--- src/rtl/core/mi3_pkg.sv ---
package mi3_pkg;

    localparam int WORD_BITS_DEF = 32;
    localparam int FRAC_BITS_DEF = 16;

    localparam int N_ELEM = 9;

    // Each cofactor is elem[a] * elem[b] - elem[c] * elem[d].
    localparam int unsigned COF_IDX [N_ELEM][4] = '{
        '{4, 8, 5, 7},
        '{2, 7, 1, 8},
        '{1, 5, 2, 4},
        '{5, 6, 3, 8},
        '{0, 8, 2, 6},
        '{2, 3, 0, 5},
        '{3, 7, 4, 6},
        '{1, 6, 0, 7},
        '{0, 4, 1, 3}
    };

    // Cofactors that meet row 0 in the determinant expansion.
    localparam int unsigned DET_COF [3] = '{0, 3, 6};

    typedef struct packed {
        logic valid;
        logic zero;
        logic neg;
    } det_ctl_t;

    typedef struct packed {
        logic valid;
        logic singular;
        logic overflowed;
    } res_ctl_t;

endpackage

--- src/rtl/core/mi3_skid.sv ---
module mi3_skid
    import mi3_pkg::*;
#(
    parameter int PAY_BITS = 2 * WORD_BITS_DEF
)
(
    input  logic                clk,
    input  logic                rst_n,
    input  logic                in_valid,
    input  logic [PAY_BITS-1:0] in_data,
    output logic                en,
    output logic                out_valid,
    output logic [PAY_BITS-1:0] out_data,
    input  logic                out_ready
);

    logic                out_valid_reg;
    logic                out_valid_next;
    logic                spare_valid_reg;
    logic                spare_valid_next;
    logic [PAY_BITS-1:0] out_data_reg;
    logic [PAY_BITS-1:0] out_data_next;
    logic [PAY_BITS-1:0] spare_data_reg;
    logic [PAY_BITS-1:0] spare_data_next;
    logic                take;

    assign take = out_valid_reg & out_ready;

    always_comb
    begin
        out_valid_next   = out_valid_reg;
        spare_valid_next = spare_valid_reg;
        out_data_next    = out_data_reg;
        spare_data_next  = spare_data_reg;
        if (spare_valid_reg)
        begin
            if (take)
            begin
                out_data_next    = spare_data_reg;
                spare_valid_next = 1'b0;
            end
        end
        else if (!out_valid_reg || take)
        begin
            out_valid_next = in_valid;
            out_data_next  = in_data;
        end
        else if (in_valid)
        begin
            spare_valid_next = 1'b1;
            spare_data_next  = in_data;
        end
    end

    always_ff @(posedge clk or negedge rst_n)
    begin
        if (!rst_n)
        begin
            out_valid_reg   <= 1'b0;
            spare_valid_reg <= 1'b0;
        end
        else
        begin
            out_valid_reg   <= out_valid_next;
            spare_valid_reg <= spare_valid_next;
        end
    end

    always_ff @(posedge clk)
    begin
        out_data_reg   <= out_data_next;
        spare_data_reg <= spare_data_next;
    end

    assign en        = ~spare_valid_reg;
    assign out_valid = out_valid_reg;
    assign out_data  = out_data_reg;

endmodule

--- config.mk ---
export PLATFORM = sky130hd
export DESIGN_NAME = mi3_skid
export DESIGN_NICKNAME = d
export VERILOG_FILES = /design/src/rtl/core/mi3_pkg.sv /design/src/rtl/core/mi3_skid.sv
export SDC_FILE = /design/constraint.sdc
export NUM_CORES = 1
export LEC_CHECK = 0
export ABC_AREA = 1
export BUFFER_PORTS_ARGS = -buffer_cell sky130_fd_sc_hd__buf_2
export CORE_ASPECT_RATIO = 2
export CORE_MARGIN = 1
export CORE_UTILIZATION = 51
export CTS_CLUSTER_DIAMETER = 200
export CTS_CLUSTER_SIZE = 30
export DETAILED_ROUTE_END_ITERATION = 8
export PLACE_DENSITY_LB_ADDON = 0.2
export SKIP_CTS_REPAIR_TIMING = 1
export SYNTH_ARGS = -nofsm -noshare
export SYNTH_HDL_FRONTEND = slang
export SYNTH_SLANG_ARGS = --single-unit
--- constraint.sdc ---
create_clock -name clk -period 6.6 [get_ports clk]
set_input_delay 0.66 -clock clk [delete_from_list [all_inputs] [get_ports clk]]
set_output_delay 0.66 -clock clk [all_outputs]
set_load 0.02 [all_outputs]
# After elaboration in Yosys (flattened, before gate mapping)
# Cells that the tools add are included.
[totals]
regBits = 130
inputBits = 68
word_cells = 21
[op_classes]
reduce_logical = 6
mux = 7
eq_ne = 1
n_bitwise = 3
[ops]
columns = ["operator", "n"]
rows = [
  ["2-to-1 mux 64 bit", 3],
  ["2-to-1 mux 1 bit", 4],
  ["AND reduction 2 bit", 2],
  ["AND reduction 3 bit", 1],
  ["inequality test 2 x 1 -> 1 bit (second input constant)", 1],
  ["NOT 1 bit", 2],
  ["nonzero test 2 bit", 1],
  ["bitwise AND 1 bit", 1],
  ["logical NOT 1 bit", 1],
  ["logical OR 1 bit", 1],
]

# Longest topological paths before layout
# Gate-level depths: netlist (run 1).
[depth]
word_depth = 4
ltp_mapped = 5

# Worst setup path after synthesis (run 1)
# Ideal clock, no wire load.
[synth_timing]
path_type = "reg-to-reg"
startpoint = "register out_valid_reg, in the netlist out_valid"
endpoint = "register out_data_reg[0], in the netlist out_data[0], enable pin"
period_less_slack_ps = 5645
path_buffers = 0
stages_incl_launch_ff = 2
slack_ps = 955
t_required_ps = 6023
t_arrival_ps = 5068
cell_sequence = "dfrtp_1 > o21ai_0"
[synth_via]
elab_chain_cells = 4
[synth_lines]
columns = ["item", "line_no", "source"]
rows = [
  ["start: declaration", "mi3_skid.sv:17", "logic out_valid_reg;"],
  ["start signal: assignment", "mi3_skid.sv:64", "out_valid_reg <= out_valid_next;"],
  ["bitwise AND 1 bit / logical NOT 1 bit (equally long branches)", "mi3_skid.sv:27, mi3_skid.sv:43", ""],
  ["logical OR 1 bit", "mi3_skid.sv:43", "else if (!out_valid_reg || take)"],
  ["nonzero test 2 bit (no line)", "-", ""],
  ["AND reduction 2 bit (no line) (*)", "-", ""],
  ["end signal: assignment", "mi3_skid.sv:71", "out_data_reg <= out_data_next;"],
  ["end: declaration", "mi3_skid.sv:21", "logic [PAY_BITS-1:0] out_data_reg;"],
]
# Every way passes the cells marked *; elsewhere a longest branch is shown, timed or not.
# A chain may end at the register's enable or synchronous reset.

# Worst setup path in the final report (run 1)
[layout_timing]
startpoint = "register spare_valid_reg"
endpoint = "output port en"
[layout_via]
elab_chain_cells = 1
[layout_lines]
columns = ["item", "line_no", "source"]
rows = [
  ["start: declaration", "mi3_skid.sv:19", "logic spare_valid_reg;"],
  ["start signal: assignment", "mi3_skid.sv:65", "spare_valid_reg <= spare_valid_next;"],
  ["NOT 1 bit (no line)", "-", ""],
  ["end: declaration", "mi3_skid.sv:11", "output logic en,"],
]
# Every way passes these cells.

==> results of run 1 <==
-- cells in the final DEF, fill, tap and decap left out --
| master | Yosys | final |
|---|---|---|
| edfxtp_1 | 128 | 128 |
| clkinv_2 | 0 | 4 |
| clkinv_1 | 0 | 2 |
| dfrtp_2 | 0 | 1 |
| buf_4 | 7 | 3 |
| clkbuf_16 | 0 | 17 |
| clkbuf_1 | 1 | 3 |
| o21ai_4 | 0 | 1 |
| inv_2 | 1 | 1 |
| dfrtp_1 | 2 | 1 |
| inv_1 | 1 | 1 |
| buf_2 | 3 | 133 |
| nor2_1 | 3 | 2 |
| clkinvlp_4 | 0 | 3 |
| nand2_1 | 198 | 198 |
| nor2_4 | 0 | 1 |
| bufinv_16 | 0 | 3 |
-- worst register-to-register path, cell delays in order (launching register included) --
cell     delay, ns
dfrtp_2       0.84
o21ai_4       0.82
buf_4         0.61
-- final timing paths --
path	start	to	slack, ns	depth (start not counted)
setup / recovery	spare_valid_reg	en	3.65	3
hold / removal	rst_n	out_valid	0.04	1
setup reg to reg	spare_valid_reg	out_data[59]	3.94	2
hold reg to reg	spare_data_reg[31]	out_data[31]	0.51	2
max in group asynchronous	rst_n	spare_valid_reg	6.45	1
min in group clk	in_data[10]	spare_data_reg[10]	0.45	1
-- layout make-up --
| type | instances | area share |
|---|---|---|
| inverters | 2 | 0.001236 |
| repair buffers | 136 | 0.1133 |
| flip-flops and latches | 130 | 0.6413 |
| multi-input cells | 202 | 0.1281 |
| well taps | 102 | 0.02101 |
| clock inverters | 12 | 0.02307 |
| clock buffers | 20 | 0.07190 |
-- per-stage QoR --
stage | cell area (µm²) | setup WS [ns] | std cells | hold WS, ns | total power [mW]
final | 6073 | 3.655 | 604 | 0.04172 | 3.149
after global routing | 6073 | 3.488 | 604 | 0.02266 | 3.302
after CTS | 6073 | 3.606 | 604 | 0.02046 | 3.177
after detailed placement | 5497 | 3.927 | 572 | 0.4525 | 2.268
after global placement | 5497 | 3.991 | 572 | 0.4475 | 2.249
after floorplan | 4766 | 0.9553 | 348 | 0.3644 | 2.002
-- cells by family (layout without fill, tap and decap cells) --
logic type | count (synthesis) | after routing | synth area share
flops | 130 | 130 | 0.8170
simple gates | 201 | 201 | 0.1583
compound gates | 1 | 1 | 0.001049
buf+inv | 16 | 170 | 0.02362
-- power by group through the flow --
stage,combinational (mW),clock [mW],sequential (mW)
2_1_floorplan,0.343,0,1.66
3_3_place_gp,0.837,0,1.41
3_5_place_dp,0.857,0,1.41
4_1_cts,0.858,0.919,1.40
5_1_grt,0.925,0.956,1.42
6_report,0.848,0.904,1.40
-- metal layers --
| layer | GRT usage | wire, µm | vias to the layer above |
|---|---|---|---|
| met1 | 0.2334 | 3400 | 1341 |
| li1 | - | - | 1460 |
| met5 | 0 | 0 | - |
| met3 | 0.06032 | 581 | 8 |
| met2 | 0.3263 | 4973 | 121 |
| met4 | 0.1021 | 168 | 0 |
==> results.cfg, run 1 <==
[power_and_ir_drop]
power.internal_mw = 2.094
seq_power_share = 0.444
vdd_ir_drop_max_v = 0.0003994
power.share.clock = 0.287
leakage_nw = 2.653
pwr_density_cell_nw_per_um2 = 518.5
p_sw_frac = 0.3351
net-switching-power_mw = 1.055
power.combinational.fraction = 0.269

[clock_network]
cts_max_level = 4
cell_chosen_for_the_clock_root = clkbuf_16
clk_latency_ns = 0.40
ctsLongestPathBuffers = 2
clock-sinks = 130
cts_tree = done
cts_made_buffers = 17
clk_pin_slew_ns = 0.05

[logic_synthesis]
synth.most_common_cell = nand2_1
post_synth_instance_area_um2 = 4766
netlist_instances = 348
yosys_warnings = 0
yosys.cell_types.count = 11
synth_top_cells_by_area = edfxtp_1, nand2_1, buf_4
synth_edf_count = 128
synth_top_area_frac = 0.8065
synthDominantAreaCellType = edfxtp_1
ys.flop_type = edfxtp_1
synth.yosys.seq_area_share = 0.8170
leading_cell_types_by_count_after_synthesis = nand2_1, edfxtp_1, buf_4
synthesis.area_per_instance_um2 = 13.69
ys_seq_elements = 130
postSynth.asyncResetShare = 0.01538
synth_fp_nets = 416

[sta]
final_hold_viol_count = 0
report.final.slew_viol_count = 0
final-setup-viol-count = 0
timing.final.crit_share = 0.4462
rsz0062_at_grt = no
fmaxAchievable_mhz = 339.6
worst_rel_slew_slack = 0.1903
clock-skew-final_ns = 0.005796
setup_total_negative_slack_ns = 0
final_period_minus_worst_setup_slack_ns = 2.945
worst_pin_slew_ns = 1.215

[die]
core.rowCount = 49
placeableCoreArea_um2 = 9012
ioPinCount = 134
start_util = 0.5288
floorplan.die_area_um2 = 9759
die_h_um = 138.7
die_x_um = 70.36

[setup_path]
crit_path_max_fanout = 67
critical_path.cell_chain = inv_2 > buf_4 > buf_2
cp-start-kind = flip-flop
timing.setup.critical_path_class = flip-flop to primary output
worstPathArrival_ns = 2.29
worst_ep_required_time_ns = 5.94
timing.critical_path.buf_inv = 3
critical-path-top-delay-family = flip-flops
cp-end-kind = primary output
cpMaxStageDelayCell = dfrtp_2
timing.critical_path.slowest_cell_delay_ns = 1.17

[global_route]
largest_net_degree_at_the_start_of_global_routing = 68
grt_antenna_before_repair = 0
vias_in_the_first_global_route = 2897
grt_overflow_total = 0
grt_use_total = 0.1990
grt_pass1_wl_um = 14350

[detailed_routing]
drt_first_pass_iters = 5
finalWirelength_um = 9123
avgViaCountPerCell = 4.851
post-route-drc-count = 0
drt_iter0_drc = 193
wire_per_inst_um = 15.10
detailroute.via_count = 2930
final_antenna_net_count = 0

[cells_and_area]
antenna_cells = 0
fillerInstances = 685
multiInputGateArea_um2 = 778.2
finish.net_count = 557
flow.area_growth_from_synthesis_pct = 27.43
final_core_occ = 0.6739
drive_above_1_share = 0.3327
register_area_um2 = 3895

[placed_design]
finalWeightedCongestion = 0.7706
dp_hpwl_um = 5756
buffer_ports.inserted = 133

[job]
drv_cap = 0

[status]
outcome = completed

[hold_path]
min-delay-path-class = primary input to async pin
No activity file was read; power rests on OpenSTA's default activity.
==> run 2, diff against run 1 <==
==> constraint.sdc (replaced) <==
create_clock -name clk -period 3 [get_ports clk]
set_input_delay 0.3 -clock clk [delete_from_list [all_inputs] [get_ports clk]]
set_output_delay 0.3 -clock clk [all_outputs]
set_load 0.02 [all_outputs]
==> run 2 against run 1 <==
Largest power group unchanged. Total power is 120% higher. Highest routed layer unchanged. First-iteration DRC count is 1.6% lower. Combinational power is 130% higher. Clock power is 130% higher. Global-route usage is 0.51 points higher. Wire length is 1.6% higher.
==> results.cfg, run 2 (synthesized netlist as in run 1, its figures left out) <==
[sta]
final.hold.worst_slack_ns = 0.08199
layout_setup_ws_ns = 0.7523
setup_total_negative_slack_ns = 0
worst_pin_slew_ns = 0.6379
report.final.slew_viol_count = 0
fmaxAchievable_mhz = 444.9
clock-skew-final_ns = 0.004835
worst_rel_slew_slack = 0.5747
timing.final.crit_share = 0.7492
rsz0062_at_grt = no
final_hold_viol_count = 0
final_period_minus_worst_setup_slack_ns = 2.248
final-setup-viol-count = 0

[placed_design]
buffer_ports.inserted = 133
dpl_worst_slack_ns = 1.023
cell_total_after_placement = 574
finalWeightedCongestion = 0.7701
dp_hpwl_um = 6033

[die]
placeableCoreArea_um2 = 9012
ioPinCount = 134
core.rowCount = 49
floorplan.die_area_um2 = 9759
die_h_um = 138.7
die_x_um = 70.36
start_util = 0.5288

[setup_path]
cpMaxStageDelayCell = dfrtp_2
critical_path.cell_chain = inv_2 > buf_4 > buf_2
worstPathArrival_ns = 1.95
cp-end-kind = primary output
timing.critical_path.slowest_cell_delay_ns = 0.61
worst_ep_required_time_ns = 2.70
timing.setup.critical_path_class = flip-flop to primary output
cp-start-kind = flip-flop
crit_path_max_fanout = 66

[job]
drv_cap = 0

[detailed_routing]
post-route-drc-count = 0
finalWirelength_um = 9269
drt_iter0_drc = 190
wire_per_inst_um = 15.25
detailroute.via_count = 2983
drt_first_pass_iters = 5
final_antenna_net_count = 0
avgViaCountPerCell = 4.906

[global_route]
grt_antenna_before_repair = 1
grt_pass1_wl_um = 14800
grt_use_total = 0.2041
vias_in_the_first_global_route = 3044
largest_net_degree_at_the_start_of_global_routing = 67
grt_overflow_total = 0

[clock_network]
clock-sinks = 130
clk_latency_ns = 0.41
cts_made_buffers = 17
cell_chosen_for_the_clock_root = clkbuf_16
clk_pin_slew_ns = 0.05
cts_max_level = 4
ctsLongestPathBuffers = 2
cts_tree = done

[cells_and_area]
finish.net_count = 560
most-common-layout-cells = nand2_1, buf_2, edfxtp_1
layoutNonFillerInstCount = 608
flow.area_growth_from_synthesis_pct = 28.75
drive_above_1_share = 0.3347
final_common_cell = nand2_1

[power_and_ir_drop]
pwr_density_cell_nw_per_um2 = 1147
vdd_ir_drop_max_v = 0.0009398
leakage_nw = 2.684

[status]
outcome = completed

[hold_path]
min-delay-path-class = primary input to flip-flop
run 2: cell type report:
| cell class | instances | area [µm²] |
|---|---|---|
| fillers | 671 | 2877 |
| repair buffers | 139 | 725.7 |
| multi-input cells | 202 | 778.2 |
| flip-flops and latches | 130 | 3895 |
| inverters | 2 | 7.507 |
| clock inverters | 13 | 166.4 |
| clock buffers | 19 | 432.9 |
| well taps | 102 | 127.6 |
| diodes | 1 | 2.502 |
run 2: stage by stage:
stage / cell area (µm²) / util / power, mW
2_1_floorplan: 4772 / - / 4.351
3_3_place_gp: 5524 / 0.6129 / 4.938
3_5_place_dp: 5524 / 0.6129 / 4.996
4_1_cts: 6123 / 0.6794 / 7.090
5_1_grt: 6136 / 0.6808 / 7.363
6_report: 6136 / 0.6808 / 7.038
run 2: worst paths after layout:
| kind | startpoint | end | slack [ns] | depth (start not counted) |
|---|---|---|---|---|
| setup / recovery | spare_valid_reg | en | 0.75 | 3 |
| hold / removal | in_data[14] | spare_data_reg[14] | 0.08 | 1 |
| setup reg to reg | spare_valid_reg | out_data[50] | 1.01 | 3 |
| hold reg to reg | spare_data_reg[58] | out_data[58] | 0.52 | 2 |
| max in group asynchronous | rst_n | spare_valid_reg | 2.69 | 2 |
| min in group asynchronous | rst_n | out_valid | 0.20 | 2 |
run 2: where the power goes:
| part | total, mW | switching [mW] | internal (mW) | leakage (nW) |
|---|---|---|---|---|
| clock network | 2.09 | 0.717 | 1.37 | 0.289 |
| registers | 2.99 | 0.202 | 2.79 | 1.24 |
| logic | 1.96 | 1.42 | 0.535 | 1.16 |
| total | 7.04 | 2.34 | 4.69 | 2.68 |
run 2: worst max-delay path, delay by kind of cell, from the launching register on:
family                 cells  cell delay [ns]
buffers and inverters      3             0.92
DFF                        1             0.61
run 2: routing by layer:
layer | vias up | track usage | wire (µm)
met3 | 19 | 0.07195 | 563
met5 | - | 0 | 0
met1 | 1394 | 0.2218 | 3332
met2 | 110 | 0.3333 | 5111
li1 | 1460 | - | -
met4 | 0 | 0.1284 | 261
